`src/rtl/core/dsf_pkg.sv`:
```
// ----------------------------------------------------------------------------
// dsf_pkg
// Shared constants and types of the diamond scanline span filler.
// ----------------------------------------------------------------------------
package dsf_pkg;

   // grid limits
   localparam int GRID_ROWS_MAX = 32;
   localparam int GRID_COLS_MAX = 40;

   // field widths
   localparam int ROW_W   = 5;
   localparam int COL_W   = 6;
   localparam int CSR_W   = 6;
   localparam int HALF_W  = 7;
   localparam int PROD_W  = 2 * HALF_W;
   localparam int COORD_W = 10;

   // row command queue
   localparam int QUEUE_DEPTH = 4;
   localparam int QPTR_W      = 2;

   // configuration register indexes
   localparam logic [0:0] CSR_GRID_ROWS = 1'b0;
   localparam logic [0:0] CSR_GRID_COLS = 1'b1;

   typedef logic signed [COORD_W-1:0] coord_type;

   // one row of work for the back end
   typedef struct packed {
      logic [ROW_W-1:0]  row;
      logic [HALF_W-1:0] row_gap;
      logic signed [7:0] center_x;
      logic [HALF_W-1:0] half_v;
      logic [HALF_W-1:0] half_h;
      logic              last;
   } cmd_type;

endpackage

```
`src/rtl/core/diamond_scanline_span_fill.sv`:
```
// ----------------------------------------------------------------------------
// diamond_scanline_span_fill
// Scanline span generator for a diamond on a character grid.
// ----------------------------------------------------------------------------
// Each request beat carries one diamond; the block returns one span beat per
// visible grid row, top pass then bottom pass with the centre row twice, and
// marks the final span with tlast. A diamond with no visible row returns
// nothing. The front end takes a diamond while idle and queues one row command
// per cycle while the queue has room; it accepts the next diamond as soon as the
// previous one's rows are all queued. The back end works one row at a time
// (queue pop, multiply, the two-bit-per-cycle divider, clip), which sets the
// throughput; a diamond has up to 33 rows.
// Configuration writes take effect on the next clock and should be made idle.
// ----------------------------------------------------------------------------
module diamond_scanline_span_fill import dsf_pkg::*; (
   input  logic             clock,
   input  logic             reset,
   // config port
   input  logic             csr_wr_en,
   input  logic [0:0]       csr_index,
   input  logic [CSR_W-1:0] csr_wdata,
   // request channel
   input  logic             req_tvalid,
   output logic             req_tready,
   // [7:0] center_x, [15:8] center_y, [23:16] shape_width, [31:24] shape_height
   input  logic [31:0]      req_tdata,
   // response channel
   output logic             rsp_tvalid,
   input  logic             rsp_tready,
   // [4:0] row, [10:5] first_column, [16:11] final_column, [23:17] zero
   output logic [23:0]      rsp_tdata,
   // [0] has_pixels
   output logic [0:0]       rsp_tuser,
   output logic             rsp_tlast
);

   logic [CSR_W-1:0] grid_rows_ff, grid_cols_ff;
   logic [CSR_W-1:0] rows_lim, cols_lim;

   cmd_type          f_cmd, q_cmd;
   logic             f_push, q_full, q_valid, q_pop;
   logic [ROW_W-1:0] out_row;
   logic [COL_W-1:0] out_first, out_final;
   logic             out_has, out_last;

   // config registers
   always_ff @(posedge clock) begin
      if (reset) begin
         grid_rows_ff <= CSR_W'(GRID_ROWS_MAX);
         grid_cols_ff <= CSR_W'(GRID_COLS_MAX);
      end else if (csr_wr_en) begin
         case (csr_index)
            CSR_GRID_ROWS: grid_rows_ff <= csr_wdata;
            CSR_GRID_COLS: grid_cols_ff <= csr_wdata;
            default: begin
            end
         endcase
      end
   end

   // saturate grid size
   assign rows_lim = (grid_rows_ff > CSR_W'(GRID_ROWS_MAX)) ? CSR_W'(GRID_ROWS_MAX)
                                                            : grid_rows_ff;
   assign cols_lim = (grid_cols_ff > CSR_W'(GRID_COLS_MAX)) ? CSR_W'(GRID_COLS_MAX)
                                                            : grid_cols_ff;

   dsf_front u_front (
      .clock      (clock),
      .reset      (reset),
      .req_tvalid (req_tvalid),
      .req_tready (req_tready),
      .req_tdata  (req_tdata),
      .rows_lim   (rows_lim),
      .cmd_push   (f_push),
      .cmd        (f_cmd),
      .q_full     (q_full)
   );

   dsf_queue u_queue (
      .clock (clock),
      .reset (reset),
      .push  (f_push),
      .din   (f_cmd),
      .full  (q_full),
      .pop   (q_pop),
      .dout  (q_cmd),
      .valid (q_valid)
   );

   dsf_back u_back (
      .clock      (clock),
      .reset      (reset),
      .q_valid    (q_valid),
      .q_cmd      (q_cmd),
      .q_pop      (q_pop),
      .cols_lim   (cols_lim),
      .rsp_tvalid (rsp_tvalid),
      .rsp_tready (rsp_tready),
      .out_row    (out_row),
      .out_first  (out_first),
      .out_final  (out_final),
      .out_has    (out_has),
      .out_last   (out_last)
   );

   // pack the response beat
   assign rsp_tdata = {7'b0, out_final, out_first, out_row};
   assign rsp_tuser = out_has;
   assign rsp_tlast = out_last;

endmodule

```
`src/rtl/core/dsf_front.sv`:
```
// ----------------------------------------------------------------------------
// dsf_front
// Accepts a diamond, clips both scan passes to the visible rows and issues
// one row command per cycle into the queue while the queue has room.
// ----------------------------------------------------------------------------
module dsf_front import dsf_pkg::*; (
   input  logic             clock,
   input  logic             reset,
   input  logic             req_tvalid,
   output logic             req_tready,
   input  logic [31:0]      req_tdata,
   input  logic [CSR_W-1:0] rows_lim,
   output logic             cmd_push,
   output cmd_type          cmd,
   input  logic             q_full
);

   localparam logic [1:0] F_IDLE = 2'd0;
   localparam logic [1:0] F_UP   = 2'd1;
   localparam logic [1:0] F_DOWN = 2'd2;

   localparam coord_type ZERO = '0;
   localparam coord_type ONE  = coord_type'(1);

   logic [1:0]        state_ff, state_in;
   logic [ROW_W-1:0]  py_ff, py_in;
   logic [ROW_W-1:0]  up_hi_ff, up_hi_in;
   logic [ROW_W-1:0]  dn_lo_ff, dn_lo_in;
   logic [ROW_W-1:0]  dn_hi_ff, dn_hi_in;
   logic              dn_ne_ff, dn_ne_in;
   coord_type         top_ff, top_in;
   coord_type         bot_ff, bot_in;
   logic signed [7:0] cx_ff, cx_in;
   logic [HALF_W-1:0] a_ff, a_in;
   logic [HALF_W-1:0] b_ff, b_in;

   coord_type cy, a_ext, rmax;
   coord_type up_lo, up_hi, dn_lo, dn_hi;
   coord_type py_ext, gap_full;
   logic      up_ne, dn_ne, accept, at_end;

   // decode the beat and clip both passes to [0, rows_lim)
   always_comb begin
      cy     = {{(COORD_W-8){req_tdata[15]}}, req_tdata[15:8]};
      a_ext  = {{(COORD_W-HALF_W){1'b0}}, req_tdata[23:17]};
      rmax   = coord_type'({{(COORD_W-CSR_W){1'b0}}, rows_lim}) - ONE;
      top_in = cy - a_ext;
      bot_in = cy + a_ext;
      up_lo  = (top_in < ZERO) ? ZERO : top_in;
      up_hi  = (cy < rmax) ? cy : rmax;
      dn_lo  = (cy < ZERO) ? ZERO : cy;
      dn_hi  = (bot_in < rmax) ? bot_in : rmax;
      up_ne  = (up_lo <= up_hi);
      dn_ne  = (dn_lo <= dn_hi);
      cx_in  = req_tdata[7:0];
      a_in   = req_tdata[23:17];
      b_in   = req_tdata[31:25];
   end

   assign req_tready = (state_ff == F_IDLE);
   assign accept     = req_tvalid && req_tready;
   assign cmd_push   = (state_ff != F_IDLE) && !q_full;

   // distance from the nearer vertex row
   always_comb begin
      py_ext   = {{(COORD_W-ROW_W){1'b0}}, py_ff};
      gap_full = (state_ff == F_UP) ? (py_ext - top_ff) : (bot_ff - py_ext);
      at_end   = (state_ff == F_UP) ? (py_ff == up_hi_ff) : (py_ff == dn_hi_ff);
   end

   always_comb begin
      cmd.row      = py_ff;
      cmd.row_gap  = gap_full[HALF_W-1:0];
      cmd.center_x = cx_ff;
      cmd.half_v   = a_ff;
      cmd.half_h   = b_ff;
      cmd.last     = at_end && ((state_ff == F_DOWN) || !dn_ne_ff);
   end

   // advance through the up pass, then the down pass
   always_comb begin
      state_in = state_ff;
      py_in    = py_ff;
      up_hi_in = up_hi_ff;
      dn_lo_in = dn_lo_ff;
      dn_hi_in = dn_hi_ff;
      dn_ne_in = dn_ne_ff;
      case (state_ff)
         F_IDLE: begin
            if (accept) begin
               up_hi_in = up_hi[ROW_W-1:0];
               dn_lo_in = dn_lo[ROW_W-1:0];
               dn_hi_in = dn_hi[ROW_W-1:0];
               dn_ne_in = dn_ne;
               if (up_ne) begin
                  state_in = F_UP;
                  py_in    = up_lo[ROW_W-1:0];
               end else if (dn_ne) begin
                  state_in = F_DOWN;
                  py_in    = dn_lo[ROW_W-1:0];
               end
            end
         end
         F_UP: begin
            if (cmd_push) begin
               if (at_end) begin
                  state_in = dn_ne_ff ? F_DOWN : F_IDLE;
                  py_in    = dn_lo_ff;
               end else begin
                  py_in = py_ff + ROW_W'(1);
               end
            end
         end
         F_DOWN: begin
            if (cmd_push) begin
               if (at_end) begin
                  state_in = F_IDLE;
               end else begin
                  py_in = py_ff + ROW_W'(1);
               end
            end
         end
         default: begin
            state_in = F_IDLE;
         end
      endcase
   end

   always_ff @(posedge clock) begin
      if (reset) begin
         state_ff <= F_IDLE;
      end else begin
         state_ff <= state_in;
      end
   end

   // hold the diamond geometry while its rows are issued
   always_ff @(posedge clock) begin
      py_ff    <= py_in;
      up_hi_ff <= up_hi_in;
      dn_lo_ff <= dn_lo_in;
      dn_hi_ff <= dn_hi_in;
      dn_ne_ff <= dn_ne_in;
      if (accept) begin
         top_ff <= top_in;
         bot_ff <= bot_in;
         cx_ff  <= cx_in;
         a_ff   <= a_in;
         b_ff   <= b_in;
      end
   end

   a_row_visible: assert property (@(posedge clock) disable iff (reset)
      cmd_push |-> ({1'b0, cmd.row} < rows_lim))
      else $error("front issued a row outside the grid");

   a_gap_bound: assert property (@(posedge clock) disable iff (reset)
      cmd_push |-> (cmd.row_gap <= cmd.half_v))
      else $error("front issued a distance beyond the half-extent");

endmodule

```
`src/rtl/core/dsf_queue.sv`:
```
// ----------------------------------------------------------------------------
// dsf_queue
// Short register queue of row commands between front and back end.
// ----------------------------------------------------------------------------
module dsf_queue import dsf_pkg::*; (
   input  logic    clock,
   input  logic    reset,
   input  logic    push,
   input  cmd_type din,
   output logic    full,
   input  logic    pop,
   output cmd_type dout,
   output logic    valid
);

   cmd_type             mem_ff [QUEUE_DEPTH];
   logic [QPTR_W-1:0]   wr_ptr_ff, wr_ptr_in;
   logic [QPTR_W-1:0]   rd_ptr_ff, rd_ptr_in;
   logic [QPTR_W:0]     count_ff, count_in;
   logic                do_push, do_pop;

   assign full    = (count_ff == (QPTR_W+1)'(QUEUE_DEPTH));
   assign valid   = (count_ff != '0);
   assign do_push = push && !full;
   assign do_pop  = pop && valid;
   assign dout    = mem_ff[rd_ptr_ff];

   // advance pointers and fill count
   always_comb begin
      wr_ptr_in = do_push ? wr_ptr_ff + QPTR_W'(1) : wr_ptr_ff;
      rd_ptr_in = do_pop ? rd_ptr_ff + QPTR_W'(1) : rd_ptr_ff;
      count_in  = count_ff;
      if (do_push && !do_pop) begin
         count_in = count_ff + (QPTR_W+1)'(1);
      end else if (do_pop && !do_push) begin
         count_in = count_ff - (QPTR_W+1)'(1);
      end
   end

   always_ff @(posedge clock) begin
      if (reset) begin
         wr_ptr_ff <= '0;
         rd_ptr_ff <= '0;
         count_ff  <= '0;
      end else begin
         wr_ptr_ff <= wr_ptr_in;
         rd_ptr_ff <= rd_ptr_in;
         count_ff  <= count_in;
      end
   end

   always_ff @(posedge clock) begin
      if (do_push) begin
         mem_ff[wr_ptr_ff] <= din;
      end
   end

   a_count_bound: assert property (@(posedge clock) disable iff (reset)
      count_ff <= (QPTR_W+1)'(QUEUE_DEPTH))
      else $error("queue fill count overran its depth");

endmodule

```
`src/rtl/core/dsf_back.sv`:
```
// ----------------------------------------------------------------------------
// dsf_back
// Works one row command: multiplies the horizontal half-extent by the row
// distance, divides by the vertical half-extent two bits a cycle, clips the
// span to the grid and holds it in the output register.
// ----------------------------------------------------------------------------
module dsf_back import dsf_pkg::*; (
   input  logic             clock,
   input  logic             reset,
   input  logic             q_valid,
   input  cmd_type          q_cmd,
   output logic             q_pop,
   input  logic [CSR_W-1:0] cols_lim,
   output logic             rsp_tvalid,
   input  logic             rsp_tready,
   output logic [ROW_W-1:0] out_row,
   output logic [COL_W-1:0] out_first,
   output logic [COL_W-1:0] out_final,
   output logic             out_has,
   output logic             out_last
);

   localparam logic [1:0] B_IDLE = 2'd0;
   localparam logic [1:0] B_MUL  = 2'd1;
   localparam logic [1:0] B_DIV  = 2'd2;
   localparam logic [1:0] B_CLIP = 2'd3;

   localparam int DIV_STEPS = PROD_W / 2;
   localparam int STEP_W    = $clog2(DIV_STEPS);

   localparam coord_type ZERO = '0;
   localparam coord_type ONE  = coord_type'(1);

   logic [1:0]        state_ff, state_in;
   cmd_type           cmd_ff;
   logic [PROD_W-1:0] quo_ff, quo_in;
   logic [HALF_W-1:0] rem_ff, rem_in;
   logic [STEP_W-1:0] step_ff;
   logic              valid_ff;
   logic [ROW_W-1:0]  row_ff;
   logic [COL_W-1:0]  first_ff, final_ff;
   logic              has_ff, last_ff;

   logic [HALF_W:0]   trial;
   logic [HALF_W-1:0] off;
   coord_type         cx, off_ext, left, right, cmax, first_c, final_c;
   logic              has, out_free, load;

   assign q_pop    = (state_ff == B_IDLE) && q_valid;
   assign out_free = !valid_ff || rsp_tready;
   assign load     = (state_ff == B_CLIP) && out_free;

   // two restoring division steps per cycle
   always_comb begin
      quo_in = quo_ff;
      rem_in = rem_ff;
      for (int i = 0; i < 2; i++) begin
         trial  = {rem_in, quo_in[PROD_W-1]};
         quo_in = {quo_in[PROD_W-2:0], 1'b0};
         if (trial >= {1'b0, cmd_ff.half_v}) begin
            trial     = trial - {1'b0, cmd_ff.half_v};
            quo_in[0] = 1'b1;
         end
         rem_in = trial[HALF_W-1:0];
      end
   end

   // clip the span to [0, cols_lim)
   always_comb begin
      off     = (cmd_ff.half_v == '0) ? '0 : quo_ff[HALF_W-1:0];
      cx      = {{(COORD_W-8){cmd_ff.center_x[7]}}, cmd_ff.center_x};
      off_ext = {{(COORD_W-HALF_W){1'b0}}, off};
      left    = cx - off_ext;
      right   = cx + off_ext;
      cmax    = coord_type'({{(COORD_W-CSR_W){1'b0}}, cols_lim}) - ONE;
      first_c = (left < ZERO) ? ZERO : left;
      final_c = (right > cmax) ? cmax : right;
      has     = (first_c <= final_c);
   end

   // sequence pop, multiply, divide, clip
   always_comb begin
      state_in = state_ff;
      case (state_ff)
         B_IDLE: begin
            if (q_valid) begin
               state_in = B_MUL;
            end
         end
         B_MUL: begin
            state_in = B_DIV;
         end
         B_DIV: begin
            if (step_ff == STEP_W'(DIV_STEPS - 1)) begin
               state_in = B_CLIP;
            end
         end
         B_CLIP: begin
            if (out_free) begin
               state_in = B_IDLE;
            end
         end
         default: begin
            state_in = B_IDLE;
         end
      endcase
   end

   always_ff @(posedge clock) begin
      if (reset) begin
         state_ff <= B_IDLE;
         valid_ff <= 1'b0;
      end else begin
         state_ff <= state_in;
         if (load) begin
            valid_ff <= 1'b1;
         end else if (rsp_tready) begin
            valid_ff <= 1'b0;
         end
      end
   end

   // datapath registers
   always_ff @(posedge clock) begin
      if (q_pop) begin
         cmd_ff <= q_cmd;
      end
      case (state_ff)
         B_MUL: begin
            quo_ff  <= cmd_ff.half_h * cmd_ff.row_gap;
            rem_ff  <= '0;
            step_ff <= '0;
         end
         B_DIV: begin
            quo_ff  <= quo_in;
            rem_ff  <= rem_in;
            step_ff <= step_ff + STEP_W'(1);
         end
         default: begin
         end
      endcase
      if (load) begin
         row_ff   <= cmd_ff.row;
         first_ff <= has ? first_c[COL_W-1:0] : '0;
         final_ff <= has ? final_c[COL_W-1:0] : '0;
         has_ff   <= has;
         last_ff  <= cmd_ff.last;
      end
   end

   assign rsp_tvalid = valid_ff;
   assign out_row    = row_ff;
   assign out_first  = first_ff;
   assign out_final  = final_ff;
   assign out_has    = has_ff;
   assign out_last   = last_ff;

   a_offset_bound: assert property (@(posedge clock) disable iff (reset)
      ((state_ff == B_CLIP) && (cmd_ff.half_v != '0)) |-> (quo_ff <= PROD_W'(cmd_ff.half_h)))
      else $error("edge offset exceeds the horizontal half-extent");

   a_span_in_grid: assert property (@(posedge clock) disable iff (reset)
      (valid_ff && has_ff) |-> ((final_ff < cols_lim) && (first_ff <= final_ff)))
      else $error("span leaves the grid columns");

endmodule

```
`config.mk`:
```
export PLATFORM = sky130hd
export DESIGN_NAME = diamond_scanline_span_fill
export DESIGN_NICKNAME = d
export VERILOG_FILES = /design/src/rtl/core/dsf_pkg.sv /design/src/rtl/core/diamond_scanline_span_fill.sv /design/src/rtl/core/dsf_front.sv /design/src/rtl/core/dsf_queue.sv /design/src/rtl/core/dsf_back.sv
export SDC_FILE = /design/constraint.sdc
export NUM_CORES = 1
export LEC_CHECK = 0
export ABC_CLOCK_PERIOD_IN_PS = 16420
export BUFFER_PORTS_ARGS = -buffer_cell sky130_fd_sc_hd__buf_2
export CAP_MARGIN = 30
export CORE_UTILIZATION = 58
export DETAILED_ROUTE_END_ITERATION = 8
export PLACE_DENSITY = 0.76
export SLEW_MARGIN = 15
export SYNTH_ARGS = -nofsm -noshare
export SYNTH_HDL_FRONTEND = slang
export SYNTH_SLANG_ARGS = --single-unit
```
`constraint.sdc`:
```
create_clock -name clock -period 16.42 [get_ports clock]
set_input_delay 3.284 -clock clock [delete_from_list [all_inputs] [get_ports clock]]
set_output_delay 3.284 -clock clock [all_outputs]
set_load 0.1 [all_outputs]
```
# --- Yosys cells after proc, flatten, opt, wreduce, memory -nomap -nowiden ---
# Memories as Yosys holds them, arrays and structs flattened. A register that Yosys moved wholly into a read port is not among the register bits.
# Cells that the tools add are included.
classes:
  add_sub_neg: 16
  multipliers: 1
  div_mod_pow: 0
  order_cmp: 13
  n_eq_ne: 19
  n_shift: 0
  mux: 45
  bitwise: 1
  reduce_logical: 31
ops:
  columns: ["op", "n"]
  rows:
  - ["$mux 10", 6]
  - ["$mux 5", 7]
  - ["$le 10x10->1", 3]
  - ["$mux 7", 4]
  - ["$pmux 14 s2", 1]
  - ["$mux 2", 11]
  - ["$add 8x8->9", 2]
  - ["$sub 8x8->9", 2]
  - ["$ge 8x7->1", 2]
  - ["$pmux 5 s3", 1]
  - ["$mul 7x7->14", 1]
  - ["$ne 2x1->1 const B", 7]
  - ["$pmux 7 s2", 1]
  - ["$sub 6x1->7 const B", 2]
  - ["$sub 7x7->7", 2]
  - ["$gt 6x6->1 const B", 2]
  - ["$mux 6", 2]
  - ["$reduce_and 6->1", 2]
  - ["$eq 5x5->1", 2]
  - ["$gt 10x10->1", 1]
  - ["$lt 10x1->1 const B", 1]
  - ["$logic_and 1x1->1", 9]
  - ["$lt 9x1->1 const B", 1]
  - ["$lt 9x7->1", 1]
  - ["27 further kinds", 53]
word_totals:
  reg_bits: 124
  latch_bits: 0
  ramBits: 140
  rom_bits: 0
  output_inout_bits: 28
  wordCells: 153
  n_memories: 1
memory_table:
  columns: ["name", "words", "width", "read_ports", "rd_ports_with_merged_regs", "write_ports", "line_no", "rtl"]
  rows:
  - ["u_queue.mem_ff", 4, 35, 1, 1, 1, "dsf_queue.sv:16", "cmd_type mem_ff [QUEUE_DEPTH];"]

# --- Depth between registers and ports, before layout ---
depth:
  word_depth: 10
  ltp_mapped: 31

# --- Hierarchy ---
# Synthesis repeated with hierarchy kept, for this count alone.
unflattened:
  hier_cells: 1378
  area_unflattened_um2: 17327.9
by_module_without_submodules:
  columns: ["mod", "instances", "cells_each", "area_each_um2"]
  rows:
  - ["dsf_back", 1, 639, 6588.8]
  - ["dsf_queue", 1, 231, 5555.3]
  - ["dsf_front", 1, 440, 4548.1]
  - ["diamond_scanline_span_fill", 1, 68, 635.6]

# --- Least setup slack after synthesis ---
# Ideal clock, no wire load.
synth_path:
  path_kind: "input to register"
  start: "input port req_tdata[8]"
  end: "register u_front.py_ff[0] (enable)"
  setup_time_ns: 0.316
  arrival_ns: 7.402
  required_time_ns: 16.104
  path_slack_ns: 8.702
  stages: 23
  path_buffers: 1
  cell_sequence: "ha_1 -> inv_1 -> fa_1 -> o21bai_1 -> a21oi_1 -> o21ai_0 -> a21oi_1 -> xnor2_1 -> ha_1 -> a31oi_1 -> o21ai_0 -> a31oi_2 -> clkbuf_1 -> a21o_1 -> ha_1 -> nor2b_1 -> o21a_1 -> o21ai_0 -> a21oi_1 -> o31ai_1 -> o21bai_1 -> mux2i_1 -> o221a_1"
synth_via:
  elab_chain_cells: 6
  elab_cells_between_ends: 14
synth_lines:
  columns: ["element", "line_no", "rtl"]
  rows:
  - ["start, declared", "diamond_scanline_span_fill.sv:26", "input logic [31:0] req_tdata,"]
  - ["$add 8x8->9 (*)", "dsf_front.sv:48", "bot_in = cy + a_ext;"]
  - ["net u_front.bot_in[6]", "dsf_front.sv:32", "coord_type bot_ff, bot_in;"]
  - ["$lt 9x7->1", "dsf_front.sv:52", "dn_hi = (bot_in < rmax) ? bot_in : rmax;"]
  - ["$mux 10 (*)", "dsf_front.sv:52", null]
  - ["$le 10x10->1 (*)", "dsf_front.sv:54", "dn_ne = (dn_lo <= dn_hi);"]
  - ["net u_front.dn_ne", "dsf_front.sv:40", "logic up_ne, dn_ne, accept, at_end;"]
  - ["$ne 3x3->1 (no line) (*)", null, null]
  - ["$reduce_and 6->1 (no line) (*)", null, null]
  - ["end signal, assigned", "dsf_front.sv:139", "py_ff <= py_in;"]
  - ["end, declared", "dsf_front.sv:26", "logic [ROW_W-1:0] py_ff, py_in;"]
# Mark *: on every way through the listed nets, which the timed path passes. The rest lies on a longest branch.
# A chain may end at the register's enable or synchronous reset.

# --- Worst setup path after layout ---
layout_path:
  start: "input port req_tdata[8]"
  end: "register u_front.py_ff[2] (enable)"
# The elaborated chain is that of the path after synthesis.

==> flow_metrics.py <==
metrics = {
    "clock_network": {
        "cts_resized": 0,
        "cts_root_buffer": "clkbuf_16",
        "cts_setup_buffers": 0,
        "cts_tree": "yes",
        "holdBufCountCts": 0,
        "h-tree-depth": 1,
        "clock-sinks": 298,
        "cts.clk_slew.worst_paths_ns": 0.06,
        "clock_latency_ns": 0.56,
        "numCtsBuffers": 30,
        "clk_path_buf_depth": 3,
    },
    "layout": {
        "fin_cells": 1783,
        "syn_to_final_growth_pct": 11.0,
        "final_nets": 1602,
        "num_antenna_cells": 0,
        "mostFrequentLayoutCell": "edfxtp_1",
        "drive_gt1_share_pct": 12.8,
        "final_cell_mix": "edfxtp_1 (274), ha_1 (144), inv_1 (124)",
        "post-route-util_pct": 65.7,
    },
    "placement": {
        "dp_cells": 1722,
        "port_buffers": 62,
        "place_hpwl_um": 22300,
        "gp_congestion": 0.890,
    },
    "route": {
        "num_vias": 9958,
        "final_antenna_net_count": 0,
        "vias_per_cell": 5.58,
        "drt_first_iter_violations": 558,
        "drt_wl_total_um": 31000,
        "post_drt_wl_per_cell_um": 17.4,
        "drc": 0,
        "drt_first_pass_iters": 5,
    },
    "critical_path": {
        "rrSetupSlack_ns": 10.08,
        "crit_path_max_incr_delay_ns": 0.65,
        "arrival_ns": 8.67,
        "r2r_start": "u_back.cmd_ff[12]$_DFFE_PP_",
        "cp_slowest_cell": "a31oi_2",
        "critPathLaunchType": "primary input",
        "crit_family": "compound AO/OA/AOI/OAI gates",
        "ff2ff_path_depth": 30,
        "critPathBufInv": 2,
        "crit_type": "in2reg",
        "cp.required_ns": 16.66,
        "worstPathCellList": "buf_2 -> ha_1 -> inv_1 -> fa_1 -> o21bai_1 -> a21oi_1 -> o21ai_0 -> a21oi_1 -> xnor2_1 -> ha_1 -> a31oi_1 -> o21ai_0 -> a31oi_2 -> nor2_1 -> a21o_1 -> ha_1 -> nor2b_1 -> o21a_1 -> o21ai_0 -> a21oi_1 -> o31ai_1 -> o21bai_1 -> mux2i_1 -> o221a_1",
        "end_kind": "flop",
        "critPathMaxFanout": 15,
        "rr_endpoint": "u_back.out_first[5]$_SDFFCE_PN0P_",
    },
    "global_routing": {
        "antenna_found_initial": 0,
        "globalRouteMet2Util_pct": 39.4,
        "grt_overflow_total": 0,
        "use_met1_pct": 28.1,
        "gr-usage-met3_pct": 2.36,
        "grt_usage_pct": 22.0,
        "grt_pass1_wl_um": 50100,
        "grt-busiest-layer": "met2",
        "grt_max_degree": 52,
        "grt_pass1_vias": 10100,
    },
    "timing": {
        "tns_ns": 0,
        "relSlewSlack_pct": 49.2,
        "clock.fmax_ghz": 0.119,
        "period_share_pct": 51.3,
        "hold_viol_final": 0,
        "drv_slew": 0,
        "rsz0062_at_grt": "false",
        "min_period_ns": 8.43,
        "worstMarginPinSlew_ns": 0.757,
        "timing.clock.skew_ns": 0.0101,
        "finalSetupViolations": 0,
    },
    "synthesis": {
        "ys_seq_elements": 298,
        "synth_area_leaders": "edfxtp_1 (50%), ha_1 (11%), mux4_2 (4.8%)",
        "syn-instance-count": 1300,
        "synth_ff_type": "edfxtp_1",
        "netlist_area_sq_mm": 0.0165,
        "netlist-cell-type-count": 68,
        "synth_edf_count": 274,
        "synth_seq_area_share_pct": 52.7,
        "synthArstFlopShare_pct": 0,
        "synth_top_area_share_pct": 49.8,
        "syn_avg_cell_area_sq_um": 12.7,
        "yosys_warnings": 0,
        "yosys.area.top_type": "edfxtp_1",
    },
    "worst_hold_path": {
        "min_delay_path_depth": 0,
        "hp-class": "reg2reg",
        "holdPathEnd": "u_back.out_row[3]$_DFFE_PP_",
        "hp-start": "u_back.cmd_ff[33]$_DFFE_PP_",
    },
    "die": {
        "core_area_sq_mm": 0.0279,
        "die_h_um": 171,
        "num_rows": 61,
        "io-pin-count": 72,
        "die_area_sq_mm": 0.0292,
        "die_width_um": 171,
        "initial_utilization_pct": 59.2,
    },
    "flow_run": {
        "cap_violations": 0,
    },
    "outcome": {
        "status": "finished, final reports clean",
    },
}
[state kept, by name, summed over array words and instances, names as in the netlist, 7 cells and up]
name	flops
u_back.rem_ff	7
u_back.quo_ff	14
u_front.cx_ff	8
u_front.bot_ff	7
u_front.b_ff	7
u_back.cmd_ff	35
u_front.a_ff	7
u_queue.mem_ff	140
[how the worst max path moves through the flow]
stage          slack [ns]                          to           from  cells past startpoint
6_report             7.99  u_front.py_ff[2]$_DFFE_PP_   req_tdata[8]                     24
5_1_grt              7.58  u_front.py_ff[2]$_DFFE_PP_  req_tdata[18]                     24
4_1_cts              8.04  u_front.py_ff[2]$_DFFE_PP_   req_tdata[8]                     24
3_5_place_dp         7.46  u_front.py_ff[4]$_DFFE_PP_   req_tdata[8]                     24
3_3_place_gp         7.58  u_front.py_ff[1]$_DFFE_PP_   req_tdata[8]                     24
2_1_floorplan        8.70  u_front.py_ff[0]$_DFFE_PP_   req_tdata[8]                     23
[worst reg2reg max path: cells and delay by family (launching register included)]
kind	cells	cell delay, ns
compound gates	12	1.85
simple gates	10	1.77
fa+ha+maj	4	1.20
buf+inv	2	0.47
flops	1	0.43
mux	1	0.28
xor+xnor	1	0.17
[stage by stage]
stage	cell area (sq um)	hold slack (ns)	worst slack, ns
floorplan	16600	0.400	8.70
global placement	17200	0.414	7.58
detailed placement	17300	0.405	7.46
CTS	18300	0.419	8.04
global route	18300	0.420	7.58
finish	18300	0.419	7.99
[kinds of logic after synthesis]
family / synth area share, %
AND/OR/NAND/NOR: 9.43
adder cells (fa/ha/maj): 14.9
buffers and inverters: 3.82
AO/OA/AOI/OAI: 7.84
flip-flops: 52.7
multiplexers: 7.69
other: 0.0227
XOR/XNOR: 3.60
[cell type report]
type / instances / area, sq um
multi-input combinational: 849 / 7210
clock buffer: 37 / 807
sequential: 298 / 8710
fill: 2071 / 9590
tap: 378 / 473
clock inverter: 19 / 213
inverter: 124 / 465
timing repair buffer: 78 / 465
[cell usage after synthesis, types with 6 or more instances]
library cell	instances
a21o_1	21
and2_1	32
buf_4	7
clkbuf_1	21
mux2_2	11
edfxtp_1	274
mux4_2	35
nor2_1	74
o21bai_1	9
nor2b_1	34
o21a_1	12
nand3_1	15
nor3b_1	7
dfxtp_1	24
nor4_1	6
a211oi_1	9
o21ai_0	45
mux2i_1	31
ha_1	144
inv_1	124
nand2_1	86
a21oi_1	68
xnor2_1	46
nand4_1	9
nand2b_1	15
nor3_1	20
xor2_1	22
fa_1	33
[metal layers]
layer | vias up | wire length [um]
met1 | 4866 | 13500
met4 | 0 | 719
li1 | 4856 | -
met2 | 183 | 15800
met3 | 53 | 958
met5 | - | 0
Power is left out: the tool's default activity adds up to more than one toggle a clock period on the data nets, which glitch-free logic cannot reach.
